==> src/design/vdi_ram.sv <==
// ----------------------------------------------------------------------------
// vdi_ram
// Generic single-port-write, single-port-read RAM with registered read.
// ----------------------------------------------------------------------------
module vdi_ram #(
   parameter int unsigned WIDTH = 8,
   parameter int unsigned DEPTH = 16
) (
   input  logic                     clock,
   input  logic                     wr_en,
   input  logic [$clog2(DEPTH)-1:0] wr_addr,
   input  logic [WIDTH-1:0]         wr_data,
   input  logic [$clog2(DEPTH)-1:0] rd_addr,
   output logic [WIDTH-1:0]         rd_data
);

   logic [WIDTH-1:0] mem [DEPTH];
   logic [WIDTH-1:0] rd_data_ff;

   always_ff @(posedge clock) begin
      if (wr_en) begin
         mem[wr_addr] <= wr_data;
      end
      rd_data_ff <= mem[rd_addr];
   end

   assign rd_data = rd_data_ff;

endmodule

==> config.mk <==
export PLATFORM = sky130hd
export DESIGN_NAME = vdi_ram
export DESIGN_NICKNAME = d
export VERILOG_FILES = /design/src/design/vdi_ram.sv
export SDC_FILE = /design/constraint.sdc
export NUM_CORES = 1
export LEC_CHECK = 0
export ABC_AREA = 0
export CORE_ASPECT_RATIO = 1.75
export CORE_UTILIZATION = 37
export DETAILED_ROUTE_END_ITERATION = 10
export DONT_BUFFER_PORTS = 1
export PLACE_DENSITY_LB_ADDON = 0.25
export SLEW_MARGIN = 20
export SYNTH_ARGS = -nofsm -noshare
export SYNTH_HDL_FRONTEND = slang
export SYNTH_SLANG_ARGS = --single-unit
==> constraint.sdc <==
create_clock -name clock -period 2.5 [get_ports clock]
set_clock_uncertainty 0.15 [all_clocks]
set_input_delay 0.125 -clock clock [delete_from_list [all_inputs] [get_ports clock]]
set_output_delay 0.125 -clock clock [all_outputs]
set_load 0.02 [all_outputs]
; ---- Word level (Yosys, flattened, before mapping)
; Memory sizes are Yosys's and may differ from the RTL's. A register that Yosys moved wholly into a read port is not among the register bits.
; Index checks and enable logic that the tools add are counted.
[classes]
addsub = 0
multipliers = 0
n_div = 0
magnitude_cmp = 0
eq_ne = 0
n_shift = 0
mux = 2
bitwise = 0
reduce_logical = 0
[ops]
columns = cell, count
row1 = $mux W1, 2
[totals]
ff_bits = 0
latch_bits = 0
mem_bits_rw = 128
mem_bits_ro = 0
input_bits = 18
output_inout_bits = 8
wordCells = 3
n_memories = 1
[mem_list]
columns = name, words, word_bits, read_ports, rd_ports_with_merged_regs, wr, line_no
row1 = mem, 16, 8, 1, 1, 1, 17  ; logic [WIDTH-1:0] mem [DEPTH];

; ---- Logic depth before layout (Yosys ltp)
[depth]
word_depth = 2
ltp_mapped = 5
ltp_nobuf = 3

; ---- Worst setup path after synthesis
; No wires, ideal clock.
[synth_path]
path_type = in2reg
from = input port wr_addr[2]
to = memory mem[0][0] (enable)
setup_ns = 0.383
t_arrival_ns = 1.235
required_ns = 1.967
slack_ns = 0.732
stages = 2
path_buffers = 0
cell_sequence = or3b_2 nor3_1
[synth_rtl]
columns = element, line_no
row1 = from (decl), 11  ; input logic [$clog2(DEPTH)-1:0] wr_addr,
row2 = to (decl), 17
; Straight into the memory's write port.

==> impl_metrics.ini <==
[timing]
post-route-min-period_ns = 2.40
hold_viol_final = 0
worst_slew_pin_slew_ns = 0.709
fmax_ghz = 0.416
setup-violations-final = 0
final_max_slew_viol_count = 0
setup_tns_ns = 0
finalCritPeriodShare = 0.961
slew_headroom = 0.526
fin_ws_ns = 0.0983
rsz0062_at_grt = no

[floorplan]
dieArea_mm2 = 0.0144
ios = 26
die_h_um = 158
initial_core_util = 0.381
fp.coreArea_mm2 = 0.0135
rows = 56
die_w_um = 91.2

[routing]
dr_total_vias = 2414
viasPerCell = 5.29
wl_per_cell_um = 23.4
drt-initial-drc-count = 156
wl_um = 10700
firstDrtPassIters = 4
ant_nets = 0
drc = 0

[critical_path]
arrival_ns = 2.55
cp-start-kind = flip-flop
crit_required_ns = 2.65
startpoint = mem[12][2]
crit_fanout = 1
crit_type = flip-flop to flip-flop
endpoint_kind = flip-flop
r2r_start = mem[12][2]
reg2reg_setup_slack_ns = 0.1

[synth]
synth_warnings = 0
syn_area_per_cell_um2 = 22.5
seq_area_frac_synth = 0.778
ys_seq_elements = 136
yosysUniqueCellTypes = 19
syn_inst = 229
synth.area.top_cells = edfxtp_1, mux4_2, mux4_1, dfxtp_1, a22oi_1
syn_nets = 247
yosysTopAreaCell = edfxtp_1
syn_area_mm2 = 0.00515
netlist.area_leader.share = 0.747

[power]
clkPwrFrac = 0.474
internal-power_mw = 4.22
max-vdd-ir-drop_v = 0.000466
p_leak_nw = 2.03
switching_share = 0.208
powerDensity_mw_per_mm2 = 863
net-switching-power_mw = 1.11
p_seq_frac = 0.485
p_comb_frac = 0.041

[min_path]
worstHoldStart = rd_addr[1]
hp-class = input port to flip-flop

[status]
status = completed

[clock_tree]
postCtsSetupBuffers = 0
cts.htree.levels = 4
clockBufferDepth = 2
cts_buffers = 17
clock_latency_ns = 0.42
path_clk_slew_ns = 0.06
cts_root_buffer = clkbuf_16
hold_buffers = 17
clock_sinks = 136
cts_resized = 0
cts_tree = yes

[global_routing]
grt_pass1_wl_um = 15800
grt_pass1_vias = 2464
grt_max_degree = 32
grt_usage = 0.163
overflow = 0
antenna_found_initial = 0

[finish]
final_common_cell = edfxtp_1
antenna_cells = 0
nets = 287
drive_above_1_share = 0.230
areaGrowthSynthToFinish_pct = 20.0
final_cell_mix = edfxtp_1, mux4_2, clkbuf_16

[placement]
port_buffers = 0
pre_cts_ws_ns = 0.735
dp_hpwl_um = 6720
gp_congestion = 0.717

[run]
cap_violations = 0
==> power groups by stage <==
stage               clock network, mW  logic (mW)  registers (mW)
floorplan                           0       0.129            2.63
global placement                    0       0.141            2.63
detailed placement                  0       0.143            2.63
CTS                              2.56       0.224            2.59
global route                     2.66       0.236            2.59
finish                           2.52       0.221            2.58
==> Yosys cell counts <==
cell type / instances
buf_6: 3
nand3b_1: 2
nand2_1: 9
nand2b_1: 2
buf_4: 1
nor2b_1: 1
and2b_1: 1
edfxtp_1: 128
nor3_1: 4
and2_1: 1
dfxtp_1: 8
nor2_1: 13
or3b_2: 1
buf_2: 3
mux4_1: 14
nand3_1: 1
mux4_2: 18
a22oi_1: 16
clkdlybuf4s25_2: 3
==> flip-flops by register name, indices dropped and copies added (netlist names) <==
register	count
rd_data	8
mem	128
==> worst max-delay path, stage by stage, from the launching register on <==
cell and delay [ns]:
edfxtp_1 0.37, mux4_2 0.45, dlygate4sd3_1 0.57, a22oi_1 0.14, dlygate4sd3_1 0.56, nand2_1 0.05
==> per-stage QoR <==
| stage | hold slack [ns] | power (mW) | util | area (um2) | cells |
|---|---|---|---|---|---|
| after global placement | 0.0748 | 2.77 | 0.398 | 5380 | 407 |
| after global routing | 0.0159 | 5.48 | 0.457 | 6180 | 456 |
| final | 0.00566 | 5.33 | 0.457 | 6180 | 456 |
| after detailed placement | 0.0744 | 2.78 | 0.398 | 5380 | 407 |
| after floorplan | 0.0739 | 2.76 | - | 5150 | 229 |
| after CTS | 0.00351 | 5.37 | 0.457 | 6180 | 456 |
==> metal layers <==
| metal | GRT usage | wire [um] |
|---|---|---|
| met1 | 0.172 | 3890 |
| met2 | 0.299 | 6040 |
| met3 | 0.0418 | 500 |
| met4 | 0.0847 | 256 |
| met5 | 0 | 0 |
==> worst paths after layout <==
check / cells past startpoint / endpoint
worst min register to register: 3 / rd_data[1]
worst max-delay path: 5 / rd_data[2]
worst max register to register: 5 / rd_data[2]
worst min-delay path: 3 / rd_data[0]
==> cell type report <==
type	count	area, um2
flip-flops and latches	136	4000
fillers	1112	7350
multi-input cells	83	1060
well taps	174	218
clock buffers	18	429
clock inverters	14	174
repair buffers	31	295
==> cell families after synthesis <==
kind of cell | count (synthesis) | share of synthesized area
buffers and inverters | 10 | 0.0168
multiplexers | 32 | 0.150
AND/OR/NAND/NOR | 35 | 0.0318
AO/OA/AOI/OAI | 16 | 0.0233
flip-flops | 136 | 0.778
No activity file was read; power rests on OpenSTA's default activity.
